File: src/hw/rtl/mer_pkg.sv
// shared constants and types for the midpoint ellipse rasterizer
// no dependencies; imported by mer_front and mer_back
package mer_pkg;

   localparam int DEC_BITS = 48;

   typedef logic [1:0] phase_type;

   localparam phase_type PH_IDLE = 2'd0;
   localparam phase_type PH_R1   = 2'd1;
   localparam phase_type PH_R2   = 2'd2;

   typedef logic kind_type;

   localparam kind_type KIND_START = 1'b0;

endpackage

File: src/hw/rtl/mer_fifo.sv
// small register queue used for the command queue and the response queue
// standalone, no package dependency
module mer_fifo #(
   parameter int WIDTH = 8,
   parameter int DEPTH = 2
) (
   input  logic             clock,
   input  logic             reset,
   input  logic             push,
   input  logic [WIDTH-1:0] wr_data,
   output logic             full,
   input  logic             pop,
   output logic [WIDTH-1:0] rd_data,
   output logic             empty
);

   localparam int PTR_W = (DEPTH > 1) ? $clog2(DEPTH) : 1;
   localparam int CNT_W = $clog2(DEPTH + 1);

   logic [WIDTH-1:0] entry_ff [DEPTH];
   logic [PTR_W-1:0] wr_ptr_ff, wr_ptr_in;
   logic [PTR_W-1:0] rd_ptr_ff, rd_ptr_in;
   logic [CNT_W-1:0] count_ff, count_in;
   logic             do_push;
   logic             do_pop;

   assign full    = (count_ff == CNT_W'(DEPTH));
   assign empty   = (count_ff == '0);
   assign do_push = push && !full;
   assign do_pop  = pop && !empty;
   assign rd_data = entry_ff[rd_ptr_ff];

   always_comb begin
      wr_ptr_in = wr_ptr_ff;
      rd_ptr_in = rd_ptr_ff;
      count_in  = count_ff;
      if (do_push) begin
         wr_ptr_in = (wr_ptr_ff == PTR_W'(DEPTH - 1)) ? '0 : wr_ptr_ff + PTR_W'(1);
      end
      if (do_pop) begin
         rd_ptr_in = (rd_ptr_ff == PTR_W'(DEPTH - 1)) ? '0 : rd_ptr_ff + PTR_W'(1);
      end
      if (do_push && !do_pop) begin
         count_in = count_ff + CNT_W'(1);
      end else if (do_pop && !do_push) begin
         count_in = count_ff - CNT_W'(1);
      end
   end

   always_ff @(posedge clock) begin
      if (reset) begin
         wr_ptr_ff <= '0;
         rd_ptr_ff <= '0;
         count_ff  <= '0;
      end else begin
         wr_ptr_ff <= wr_ptr_in;
         rd_ptr_ff <= rd_ptr_in;
         count_ff  <= count_in;
      end
   end

   always_ff @(posedge clock) begin
      if (do_push) begin
         entry_ff[wr_ptr_ff] <= wr_data;
      end
   end

endmodule

File: src/hw/rtl/mer_front.sv
// request front end: classifies requests and derives centre and semi-axes
// depends on mer_pkg; feeds the command queue read by mer_back
module mer_front import mer_pkg::*; #(
   parameter int COORD_BITS = 12
) (
   input  logic                  req_push,
   output logic                  req_full,
   input  logic                  req_kind,
   input  logic [COORD_BITS-1:0] req_corner_ax,
   input  logic [COORD_BITS-1:0] req_corner_ay,
   input  logic [COORD_BITS-1:0] req_corner_bx,
   input  logic [COORD_BITS-1:0] req_corner_by,
   output logic                  cmd_push,
   output logic [4*COORD_BITS:0] cmd_data,
   input  logic                  cmd_full
);

   localparam int C = COORD_BITS;

   logic [C:0]   sum_x;
   logic [C:0]   sum_y;
   logic [C-1:0] cen_x;
   logic [C-1:0] cen_y;
   logic [C:0]   semi_a;
   logic [C:0]   semi_a_neg;
   logic [C-1:0] semi_a_mag;
   logic [C-1:0] y_min;
   logic [C-1:0] semi_b;
   logic         is_start;

   always_comb begin
      sum_x      = {1'b0, req_corner_ax} + {1'b0, req_corner_bx};
      sum_y      = {1'b0, req_corner_ay} + {1'b0, req_corner_by};
      cen_x      = sum_x[C:1];
      cen_y      = sum_y[C:1];
      semi_a     = {1'b0, cen_x} - {1'b0, req_corner_ax};
      semi_a_neg = (C+1)'(0) - semi_a;
      semi_a_mag = semi_a[C] ? semi_a_neg[C-1:0] : semi_a[C-1:0];
      y_min      = (req_corner_ay < req_corner_by) ? req_corner_ay : req_corner_by;
      semi_b     = cen_y - y_min;
      is_start   = (req_kind == KIND_START);
   end

   assign cmd_data = {is_start, cen_x, cen_y, semi_a_mag, semi_b};
   assign cmd_push = req_push;
   assign req_full = cmd_full;

endmodule

File: src/hw/rtl/mer_back.sv
// back end: sequencer around one shared multiplier that runs the midpoint steps
// depends on mer_pkg; reads the command queue, writes the response queue
module mer_back import mer_pkg::*; #(
   parameter int COORD_BITS = 12
) (
   input  logic                          clock,
   input  logic                          reset,
   input  logic [4*COORD_BITS:0]         cmd_data,
   input  logic                          cmd_empty,
   output logic                          cmd_pop,
   output logic                          rsp_push,
   output logic [8*(COORD_BITS+2)+1:0]   rsp_data,
   input  logic                          rsp_full
);

   localparam int C      = COORD_BITS;
   localparam int OUT_W  = C + 2;
   localparam int SQ_W   = 2 * C - 1;
   localparam int MB_W   = 2 * C + 2;
   localparam int PROD_W = SQ_W + MB_W;

   localparam logic [4:0] ST_IDLE = 5'd0;
   localparam logic [4:0] ST_S1   = 5'd1;
   localparam logic [4:0] ST_S2   = 5'd2;
   localparam logic [4:0] ST_S3   = 5'd3;
   localparam logic [4:0] ST_R1A  = 5'd4;
   localparam logic [4:0] ST_R1B  = 5'd5;
   localparam logic [4:0] ST_R1C  = 5'd6;
   localparam logic [4:0] ST_R1D  = 5'd7;
   localparam logic [4:0] ST_R1E  = 5'd8;
   localparam logic [4:0] ST_I2   = 5'd9;
   localparam logic [4:0] ST_I3   = 5'd10;
   localparam logic [4:0] ST_I4   = 5'd11;
   localparam logic [4:0] ST_I5   = 5'd12;
   localparam logic [4:0] ST_I6   = 5'd13;
   localparam logic [4:0] ST_R2A  = 5'd14;
   localparam logic [4:0] ST_R2B  = 5'd15;
   localparam logic [4:0] ST_R2C  = 5'd16;
   localparam logic [4:0] ST_OUT  = 5'd17;

   logic [4:0]          state_ff, state_in;
   phase_type           phase_ff, phase_in;
   logic                active_ff, active_in;
   logic                neg_ff, neg_in;
   logic [C-1:0]        ox_ff, ox_in;
   logic [C-1:0]        oy_ff, oy_in;
   logic [C-1:0]        cx_ff, cx_in;
   logic [C-1:0]        cy_ff, cy_in;
   logic [SQ_W-1:0]     as_ff, as_in;
   logic [SQ_W-1:0]     bs_ff, bs_in;
   logic [DEC_BITS-1:0] dec_ff, dec_in;
   logic [DEC_BITS-1:0] lhs_ff, lhs_in;
   logic [DEC_BITS-1:0] prod_ff;

   logic                cmd_start;
   logic [C-1:0]        cmd_cx;
   logic [C-1:0]        cmd_cy;
   logic [C-1:0]        cmd_amag;
   logic [C-1:0]        cmd_b;

   logic [C+1:0]        x2p1;
   logic [C+1:0]        x2p2;
   logic [C+1:0]        x2p3;
   logic [C:0]          y2m1;
   logic [C:0]          y2m2;
   logic [C:0]          y2m3;
   logic                y_is_one;
   logic [C:0]          y_r2;
   logic                r1_go;
   logic [DEC_BITS-1:0] prod4;

   logic [SQ_W-1:0]     mul_a;
   logic [MB_W-1:0]     mul_b;
   logic [PROD_W-1:0]   mul_p;

   logic [OUT_W-1:0]    xp;
   logic [OUT_W-1:0]    xm;
   logic [OUT_W-1:0]    yp;
   logic [OUT_W-1:0]    ym;

   assign cmd_start = cmd_data[4*C];
   assign cmd_cx    = cmd_data[4*C-1 -: C];
   assign cmd_cy    = cmd_data[3*C-1 -: C];
   assign cmd_amag  = cmd_data[2*C-1 -: C];
   assign cmd_b     = cmd_data[C-1:0];

   always_comb begin
      x2p1     = {1'b0, ox_ff, 1'b1};
      x2p2     = {1'b0, ox_ff, 1'b0} + (C+2)'(2);
      x2p3     = {1'b0, ox_ff, 1'b0} + (C+2)'(3);
      y2m1     = {oy_ff, 1'b0} - (C+1)'(1);
      y2m2     = {oy_ff, 1'b0} - (C+1)'(2);
      y2m3     = {oy_ff, 1'b0} - (C+1)'(3);
      y_is_one = (oy_ff == C'(1));
      y_r2     = y_is_one ? (C+1)'(1) : y2m3;
      r1_go    = (lhs_ff < prod_ff);
      prod4    = {prod_ff[DEC_BITS-3:0], 2'b00};
   end

   // shared multiplier operand select
   always_comb begin
      mul_a = '0;
      mul_b = '0;
      unique case (state_ff)
         ST_IDLE: begin
            mul_a = SQ_W'(cmd_amag);
            mul_b = MB_W'(cmd_amag);
         end
         ST_S1: begin
            mul_a = SQ_W'(oy_ff);
            mul_b = MB_W'(oy_ff);
         end
         ST_S2: begin
            mul_a = as_ff;
            mul_b = MB_W'(oy_ff);
         end
         ST_R1A: begin
            mul_a = bs_ff;
            mul_b = MB_W'(x2p2);
         end
         ST_R1B: begin
            mul_a = as_ff;
            mul_b = MB_W'(y2m1);
         end
         ST_R1C: begin
            if (r1_go) begin
               mul_a = bs_ff;
               mul_b = MB_W'(x2p3);
            end else begin
               mul_a = SQ_W'(x2p1);
               mul_b = MB_W'(x2p1);
            end
         end
         ST_R1D: begin
            mul_a = as_ff;
            mul_b = MB_W'(y2m2);
         end
         ST_I2: begin
            mul_a = bs_ff;
            mul_b = prod_ff[MB_W-1:0];
         end
         ST_I3: begin
            mul_a = SQ_W'(y2m2);
            mul_b = MB_W'(y2m2);
         end
         ST_I4: begin
            mul_a = as_ff;
            mul_b = prod_ff[MB_W-1:0];
         end
         ST_I5: begin
            mul_a = as_ff;
            mul_b = MB_W'(bs_ff);
         end
         ST_R2A: begin
            mul_a = as_ff;
            mul_b = MB_W'(y_r2);
         end
         ST_R2B: begin
            mul_a = bs_ff;
            mul_b = MB_W'(x2p2);
         end
         default: begin
            mul_a = '0;
            mul_b = '0;
         end
      endcase
   end

   assign mul_p = mul_a * mul_b;

   always_comb begin
      state_in  = state_ff;
      phase_in  = phase_ff;
      active_in = active_ff;
      neg_in    = neg_ff;
      ox_in     = ox_ff;
      oy_in     = oy_ff;
      cx_in     = cx_ff;
      cy_in     = cy_ff;
      as_in     = as_ff;
      bs_in     = bs_ff;
      dec_in    = dec_ff;
      lhs_in    = lhs_ff;
      cmd_pop   = 1'b0;
      rsp_push  = 1'b0;
      unique case (state_ff)
         ST_IDLE: begin
            if (!cmd_empty) begin
               cmd_pop = 1'b1;
               if (cmd_start) begin
                  cx_in     = cmd_cx;
                  cy_in     = cmd_cy;
                  ox_in     = '0;
                  oy_in     = cmd_b;
                  phase_in  = PH_R1;
                  active_in = 1'b1;
                  state_in  = ST_S1;
               end else if (phase_ff == PH_IDLE) begin
                  active_in = 1'b0;
                  state_in  = ST_OUT;
               end else begin
                  active_in = 1'b1;
                  state_in  = (phase_ff == PH_R1) ? ST_R1A : ST_R2A;
               end
            end
         end
         ST_S1: begin
            as_in    = prod_ff[SQ_W-1:0];
            state_in = ST_S2;
         end
         ST_S2: begin
            bs_in    = prod_ff[SQ_W-1:0];
            dec_in   = prod4 + DEC_BITS'(as_ff);
            state_in = ST_S3;
         end
         ST_S3: begin
            dec_in   = dec_ff - prod4;
            state_in = ST_OUT;
         end
         ST_R1A: begin
            state_in = ST_R1B;
         end
         ST_R1B: begin
            lhs_in   = prod_ff;
            state_in = ST_R1C;
         end
         ST_R1C: begin
            neg_in   = dec_ff[DEC_BITS-1];
            state_in = r1_go ? ST_R1D : ST_I2;
         end
         ST_R1D: begin
            dec_in = dec_ff + prod4;
            if (neg_ff) begin
               ox_in    = ox_ff + C'(1);
               state_in = ST_OUT;
            end else begin
               state_in = ST_R1E;
            end
         end
         ST_R1E: begin
            dec_in   = dec_ff - prod4;
            ox_in    = ox_ff + C'(1);
            oy_in    = oy_ff - C'(1);
            state_in = ST_OUT;
         end
         ST_I2: begin
            state_in = ST_I3;
         end
         ST_I3: begin
            dec_in   = prod_ff;
            state_in = ST_I4;
         end
         ST_I4: begin
            state_in = ST_I5;
         end
         ST_I5: begin
            dec_in   = dec_ff + prod_ff;
            state_in = ST_I6;
         end
         ST_I6: begin
            dec_in   = dec_ff - prod4;
            phase_in = PH_R2;
            state_in = ST_R2A;
         end
         ST_R2A: begin
            neg_in   = dec_ff[DEC_BITS-1];
            state_in = ST_R2B;
         end
         ST_R2B: begin
            dec_in = y_is_one ? (dec_ff + prod4) : (dec_ff - prod4);
            if (neg_ff) begin
               state_in = ST_R2C;
            end else begin
               oy_in    = oy_ff - C'(1);
               state_in = ST_OUT;
            end
         end
         ST_R2C: begin
            dec_in   = dec_ff + prod4;
            ox_in    = ox_ff + C'(1);
            oy_in    = oy_ff - C'(1);
            state_in = ST_OUT;
         end
         ST_OUT: begin
            if (!rsp_full) begin
               rsp_push = 1'b1;
               if (oy_ff == '0) begin
                  phase_in = PH_IDLE;
               end
               state_in = ST_IDLE;
            end
         end
         default: begin
            state_in = ST_IDLE;
         end
      endcase
   end

   always_ff @(posedge clock) begin
      if (reset) begin
         state_ff  <= ST_IDLE;
         phase_ff  <= PH_IDLE;
         active_ff <= 1'b0;
         neg_ff    <= 1'b0;
         ox_ff     <= '0;
         oy_ff     <= '0;
         cx_ff     <= '0;
         cy_ff     <= '0;
         as_ff     <= '0;
         bs_ff     <= '0;
         dec_ff    <= '0;
      end else begin
         state_ff  <= state_in;
         phase_ff  <= phase_in;
         active_ff <= active_in;
         neg_ff    <= neg_in;
         ox_ff     <= ox_in;
         oy_ff     <= oy_in;
         cx_ff     <= cx_in;
         cy_ff     <= cy_in;
         as_ff     <= as_in;
         bs_ff     <= bs_in;
         dec_ff    <= dec_in;
      end
   end

   always_ff @(posedge clock) begin
      lhs_ff  <= lhs_in;
      prod_ff <= DEC_BITS'(mul_p);
   end

   // four mirrored points around the centre
   always_comb begin
      xp = OUT_W'(cx_ff) + OUT_W'(ox_ff);
      xm = OUT_W'(cx_ff) - OUT_W'(ox_ff);
      yp = OUT_W'(cy_ff) + OUT_W'(oy_ff);
      ym = OUT_W'(cy_ff) - OUT_W'(oy_ff);
      if (active_ff) begin
         rsp_data = {1'b1, (oy_ff == '0), xp, yp, xm, yp, xm, ym, xp, ym};
      end else begin
         rsp_data = '0;
      end
   end

`ifndef ASSERT_OFF
   a_walk_has_height: assert property (@(posedge clock) disable iff (reset)
      (state_ff == ST_IDLE && phase_ff != PH_IDLE) |-> (oy_ff != '0))
      else $error("ellipse walk active with zero offset y");

   a_pop_leaves_idle: assert property (@(posedge clock) disable iff (reset)
      cmd_pop |=> (state_ff != ST_IDLE))
      else $error("sequencer stayed idle after taking a command");

   a_last_ends_walk: assert property (@(posedge clock) disable iff (reset)
      (rsp_push && oy_ff == '0) |=> (phase_ff == PH_IDLE))
      else $error("walk not closed after final group");

   a_r2_phase: assert property (@(posedge clock) disable iff (reset)
      (state_ff == ST_R2A) |-> (phase_ff == PH_R2))
      else $error("region two step outside region two");
`endif

endmodule

File: src/hw/rtl/midpoint_ellipse_rasterizer.sv
// midpoint ellipse rasterizer: accepts start and step requests, returns point groups
// depends on mer_pkg, mer_fifo, mer_front and mer_back
//
// request channel: req_push / req_full, a request is taken when req_push is high
// and req_full low. kind 0 starts a new ellipse from two box corners, kind 1
// advances the running ellipse by one point group.
// response channel: rsp_empty / rsp_pop, one response per request in order; the
// oldest response sits on the rsp_ ports while rsp_empty is low.
// requests pass through a command queue into a sequencer built around one
// shared multiplier; each request occupies that sequencer for its states:
//   start S1 to S3, region one step R1A to R1D and R1E if y moves, region two
//   step R2A, R2B and R2C if x moves, the switching step R1A to R1C, I2 to I6
//   and the region two states, a step with no ellipse none; OUT then responds.
// reset clears both queues and leaves no ellipse in progress.
// when the receiver stalls, the response queue fills, the sequencer waits with
// its finished response, then the command queue fills and req_full rises.
module midpoint_ellipse_rasterizer #(
   parameter int COORD_BITS = 12,
   parameter int CMD_DEPTH  = 2,
   parameter int RSP_DEPTH  = 2
) (
   input  logic                         clock,
   input  logic                         reset,
   input  logic                         req_push,
   output logic                         req_full,
   input  logic                         req_kind,
   input  logic [COORD_BITS-1:0]        req_corner_ax,
   input  logic [COORD_BITS-1:0]        req_corner_ay,
   input  logic [COORD_BITS-1:0]        req_corner_bx,
   input  logic [COORD_BITS-1:0]        req_corner_by,
   output logic                         rsp_empty,
   input  logic                         rsp_pop,
   output logic                         rsp_active,
   output logic                         rsp_last_group,
   output logic signed [COORD_BITS+1:0] rsp_pt0_x,
   output logic signed [COORD_BITS+1:0] rsp_pt0_y,
   output logic signed [COORD_BITS+1:0] rsp_pt1_x,
   output logic signed [COORD_BITS+1:0] rsp_pt1_y,
   output logic signed [COORD_BITS+1:0] rsp_pt2_x,
   output logic signed [COORD_BITS+1:0] rsp_pt2_y,
   output logic signed [COORD_BITS+1:0] rsp_pt3_x,
   output logic signed [COORD_BITS+1:0] rsp_pt3_y
);

   localparam int CMD_W = 4 * COORD_BITS + 1;
   localparam int OUT_W = COORD_BITS + 2;
   localparam int RSP_W = 8 * OUT_W + 2;

   logic             cmd_push;
   logic [CMD_W-1:0] cmd_wr_data;
   logic             cmd_full;
   logic             cmd_pop;
   logic [CMD_W-1:0] cmd_rd_data;
   logic             cmd_empty;
   logic             rsp_push;
   logic [RSP_W-1:0] rsp_wr_data;
   logic             rsp_full;
   logic [RSP_W-1:0] rsp_rd_data;

   mer_front #(
      .COORD_BITS (COORD_BITS)
   ) u_front (
      .req_push      (req_push),
      .req_full      (req_full),
      .req_kind      (req_kind),
      .req_corner_ax (req_corner_ax),
      .req_corner_ay (req_corner_ay),
      .req_corner_bx (req_corner_bx),
      .req_corner_by (req_corner_by),
      .cmd_push      (cmd_push),
      .cmd_data      (cmd_wr_data),
      .cmd_full      (cmd_full)
   );

   mer_fifo #(
      .WIDTH (CMD_W),
      .DEPTH (CMD_DEPTH)
   ) u_cmd_queue (
      .clock   (clock),
      .reset   (reset),
      .push    (cmd_push),
      .wr_data (cmd_wr_data),
      .full    (cmd_full),
      .pop     (cmd_pop),
      .rd_data (cmd_rd_data),
      .empty   (cmd_empty)
   );

   mer_back #(
      .COORD_BITS (COORD_BITS)
   ) u_back (
      .clock     (clock),
      .reset     (reset),
      .cmd_data  (cmd_rd_data),
      .cmd_empty (cmd_empty),
      .cmd_pop   (cmd_pop),
      .rsp_push  (rsp_push),
      .rsp_data  (rsp_wr_data),
      .rsp_full  (rsp_full)
   );

   mer_fifo #(
      .WIDTH (RSP_W),
      .DEPTH (RSP_DEPTH)
   ) u_rsp_queue (
      .clock   (clock),
      .reset   (reset),
      .push    (rsp_push),
      .wr_data (rsp_wr_data),
      .full    (rsp_full),
      .pop     (rsp_pop),
      .rd_data (rsp_rd_data),
      .empty   (rsp_empty)
   );

   assign rsp_active     = rsp_rd_data[RSP_W-1];
   assign rsp_last_group = rsp_rd_data[RSP_W-2];
   assign rsp_pt0_x      = $signed(rsp_rd_data[8*OUT_W-1 -: OUT_W]);
   assign rsp_pt0_y      = $signed(rsp_rd_data[7*OUT_W-1 -: OUT_W]);
   assign rsp_pt1_x      = $signed(rsp_rd_data[6*OUT_W-1 -: OUT_W]);
   assign rsp_pt1_y      = $signed(rsp_rd_data[5*OUT_W-1 -: OUT_W]);
   assign rsp_pt2_x      = $signed(rsp_rd_data[4*OUT_W-1 -: OUT_W]);
   assign rsp_pt2_y      = $signed(rsp_rd_data[3*OUT_W-1 -: OUT_W]);
   assign rsp_pt3_x      = $signed(rsp_rd_data[2*OUT_W-1 -: OUT_W]);
   assign rsp_pt3_y      = $signed(rsp_rd_data[OUT_W-1 -: OUT_W]);

endmodule

File: config.mk
export PLATFORM = sky130hd
export DESIGN_NAME = midpoint_ellipse_rasterizer
export DESIGN_NICKNAME = d
export VERILOG_FILES = /design/src/hw/rtl/mer_pkg.sv /design/src/hw/rtl/mer_fifo.sv /design/src/hw/rtl/mer_front.sv /design/src/hw/rtl/mer_back.sv /design/src/hw/rtl/midpoint_ellipse_rasterizer.sv
export SDC_FILE = /design/constraint.sdc
export NUM_CORES = 2
export LEC_CHECK = 0
export ABC_AREA = 1
export BUFFER_PORTS_ARGS = -buffer_cell sky130_fd_sc_hd__clkbuf_2
export CAP_MARGIN = 20
export CORE_UTILIZATION = 45
export CTS_CLUSTER_DIAMETER = 200
export CTS_CLUSTER_SIZE = 24
export DETAILED_ROUTE_END_ITERATION = 10
export PLACE_DENSITY = 0.68
export SLEW_MARGIN = 10
export SYNTH_ARGS = -nofsm -noshare
export SYNTH_HDL_FRONTEND = slang
export SYNTH_SLANG_ARGS = --single-unit
File: constraint.sdc
create_clock -name clock -period 17 [get_ports clock]
set_clock_uncertainty 0.1 [all_clocks]
set_input_delay 1.7 -clock clock [delete_from_list [all_inputs] [get_ports clock]]
set_output_delay 1.7 -clock clock [all_outputs]
set_load 0.02 [all_outputs]
==> run summary <==
ROUTE
--------------------------------------------------------------------------------------
Via-to-Cell Ratio .......................................................        5.746
Count of TritonRoute iterations in the first routing pass ...............            6
Avg WL per Cell .........................................................     24.80 um
Total wirelength of the detailed-routed design ..........................    235500 um
Via count ...............................................................        54550
Residual antenna-violating net count after detailed routing .............            0
Drt initial violations ..................................................         5656
DRC violation count after routing .......................................            0

CRITICAL PATH
--------------------------------------------------------------------------------------
Cell repeated most along the worst path .................................      nand2_1
Crit path largest cell delay ............................................      0.80 ns
Worst Setup Path Type ...................................................      reg2reg
Required time reported for the critical path endpoint ...................     17.44 ns
Worst path slowest cell .................................................      nand2_1
Highest net fanout along the worst path .................................           28
Setup slack of the worst register-to-register path ......................      6.32 ns
Startpoint type of the worst setup path .................................    flip-flop
Worst path arrival time .................................................     11.12 ns
Worst setup EP type .....................................................    flip-flop

LOGIC SYNTHESIS
--------------------------------------------------------------------------------------
Flip-flop and latch count after synthesis ...............................          459
Count of flip-flops with a built-in enable after synthesis ..............          250
Number of instances in the synthesized netlist ..........................         7840
Synth cell types ........................................................           60
Yosys warning total .....................................................            0
Most used flip-flop cell after synthesis ................................     edfxtp_1
Cell area after synthesis ...............................................    56940 um2
Sequential share of the synthesized area ................................       20.53%
Async set or reset register ratio after synthesis .......................           0%
Mean instance size in the synthesized netlist ...........................    7.262 um2

FLOORPLANNING
--------------------------------------------------------------------------------------
Die Outline Area ........................................................   128000 um2
Width of the die ........................................................     357.7 um
Starting utilization of the core area ...................................       45.34%
Row Count ...............................................................          130
Placeable core area .....................................................   125600 um2
Top-level port count ....................................................          169
Die Height ..............................................................     357.7 um

CLOCKING
--------------------------------------------------------------------------------------
Clock slew at the register clock pins of the worst setup and hold paths .      0.12 ns
Setup Fix Bufs, Post-CTS ................................................            0
Worst-case clock buffer depth ...........................................            3
Number of resized instances in the post-cts repair step .................            0
Clock tree from TritonCTS ...............................................          yes
CTS buffer count ........................................................           23
Later-pin clock latency in the skew report ..............................      0.66 ns
Count of clock tree sinks ...............................................          459
Number of levels the H-tree was split into ..............................            1
Root cell of the clock tree .............................................    clkbuf_16
Cts hold-fix bufs .......................................................            0

GLOBAL ROUTING
--------------------------------------------------------------------------------------
Pin count of the biggest net entering global routing ....................           76
Total Routing Usage GR ..................................................       36.35%
Sum of overflow across all layers after global routing ..................            0
Vias in the first global route ..........................................        52885
Wire length of the first global-routing pass ............................    343600 um
Number of antenna violations at the first check in global routing .......            5

PLACED DESIGN
--------------------------------------------------------------------------------------
Routability Congestion ..................................................        1.048
Sum of net half-perimeters after detailed placement .....................    194900 um
Count of buffers inserted at the top-level ports ........................          164
Number of placed cells counting well taps ...............................         9451
Setup WS pre-CTS ........................................................     6.582 ns

TIMING
--------------------------------------------------------------------------------------
Time the worst path needs with I/O delays and setup .....................     10.68 ns
Slew of the pin with the lowest slew margin .............................     1.249 ns
Crit path setup slack, layout ...........................................     6.315 ns
Accumulated negative setup slack ........................................         0 ns
Count of pins over their slew limit .....................................            0
Hold violation count in the final report ................................            0
Rel. slew slack .........................................................       15.86%
RSZ-0062 raised after global routing ....................................        false
Setup-violating endpoint count in the final report ......................            0
Top achievable clock speed ..............................................    93.59 MHz
Share of the clock period used by the worst path after layout ...........       62.85%

LAYOUT
--------------------------------------------------------------------------------------
Share of post-route cells with drive strength above 1 ...................       5.087%
Net count of the finished layout ........................................         8878
Final instance count without filler cells ...............................         9493
Number of diodes ........................................................            0
Signed area change from the synthesized netlist to the final layout .....       5.072%

WORST HOLD PATH
--------------------------------------------------------------------------------------
Hold Crit Class .........................................................      reg2reg

OUTCOME
--------------------------------------------------------------------------------------
Status .................................................................. finished, final reports clean

RUN
--------------------------------------------------------------------------------------
Max-cap check violation count ...........................................            0

==> stage by stage <==
stage	cell area [um2]	hold WS (ns)	util [%]
after floorplan	56950	0.3257	-
after global placement	59120	0.3383	47.08
after detailed placement	59140	0.3453	47.10
after CTS	59820	0.3586	47.64
after global routing	59820	0.3773	47.64
final	59820	0.3671	47.64
==> worst paths after layout <==
kind	from	endpoint	depth (start not counted)
worst max-delay path	u_back.prod_ff[1]	u_back.prod_ff[42]	42
worst min-delay path	u_cmd_queue.rd_ptr_ff	u_cmd_queue.rd_ptr_ff	1
worst max register to register	u_back.prod_ff[1]	u_back.prod_ff[42]	42
worst min register to register	u_cmd_queue.rd_ptr_ff	u_cmd_queue.rd_ptr_ff	1
==> registers in the layout, summed over array words and instances, names as in the netlist, 23 cells and up, named ones only <==
name / flops
u_cmd_queue.entry_ff: 98
u_rsp_queue.entry_ff: 104
u_back.as_ff: 23
u_back.prod_ff: 48
u_back.lhs_ff: 48
u_back.bs_ff: 23
u_back.dec_ff: 48
==> layout by cell type (no fill, tap or decap), types with 10 or more instances in the layout <==
cell type  instances
clkbuf_1          16
clkinv_1          10
nor4_1            15
edfxtp_1         250
o211ai_1          36
clkbuf_2         164
dfxtp_1          207
a221oi_1          13
o22ai_2           10
ha_1             487
o21a_1            16
buf_4             81
o22ai_1           12
nand4_1           94
o2111ai_1         15
mux2_2            53
a21oi_1          574
a31oi_1           50
nor2_1           702
nand3b_1          14
o21bai_1          55
inv_2             10
o221ai_1          13
nand3_1          338
inv_1           1423
clkbuf_16         23
o21ai_0          445
a211oi_1          20
xor2_1           109
and2_1            11
nand2_1         1825
a21o_1            16
nor3_1            76
a22oi_1           14
or2_2             18
xnor2_1           42
fa_1             512
==> routing by layer <==
metal | vias up | global-route usage [%] | share of wire [%]
met5 | - | 0 | 0.0089
met4 | 4 | 15.59 | 4.9
met3 | 407 | 6.270 | 9.6
met2 | 2653 | 55.56 | 43
met1 | 26571 | 50.55 | 43
li1 | 24915 | - | -
==> critical path: cells and delay by family (launching register included) <==
| kind | cells | cell delay, ns |
|---|---|---|
| AO/OA/AOI/OAI | 4 | 0.89 |
| AND/OR/NAND/NOR | 17 | 3.10 |
| XOR/XNOR | 1 | 0.21 |
| flip-flops | 1 | 0.64 |
| adder cells (fa/ha/maj) | 9 | 4.27 |
| buffers and inverters | 11 | 1.34 |
==> final cells by class <==
class	count	area, um2
inverter	1444	5421
sequential	459	11690
clock inverter	3	45.04
clock buffer	39	635.6
timing repair buffer	247	1455
fill	12841	65750
tap	1650	2064
multi-input combinational	5651	38510
==> synthesized netlist by cell type (94+ instances only) <==
library cell  count  area share [%]
nand2_1        1825              12
fa_1            512              18
o21ai_0         445             3.9
ha_1            487              11
xor2_1          109             1.7
dfxtp_1         209             7.3
inv_1          1424             9.4
nand3_1         338             3.0
edfxtp_1        250              13
nor2_1          708             4.7
nand4_1          94             1.0
clkbuf_1        144            0.95
a21oi_1         574             5.0
==> logic make-up after synthesis <==
logic type / share of synthesized area, %
AOI/OAI and AO/OA: 13.01
xor gates and xnor gates: 2.323
adders and majority gates: 28.70
buffers and inverters: 12.02
DFF: 20.53
muxes: 1.048
other: 0.006586
and+or+nand+nor: 22.36
Power is left out: the tool's default activity adds up to more than one toggle a clock period on the data nets, which glitch-free logic cannot reach.
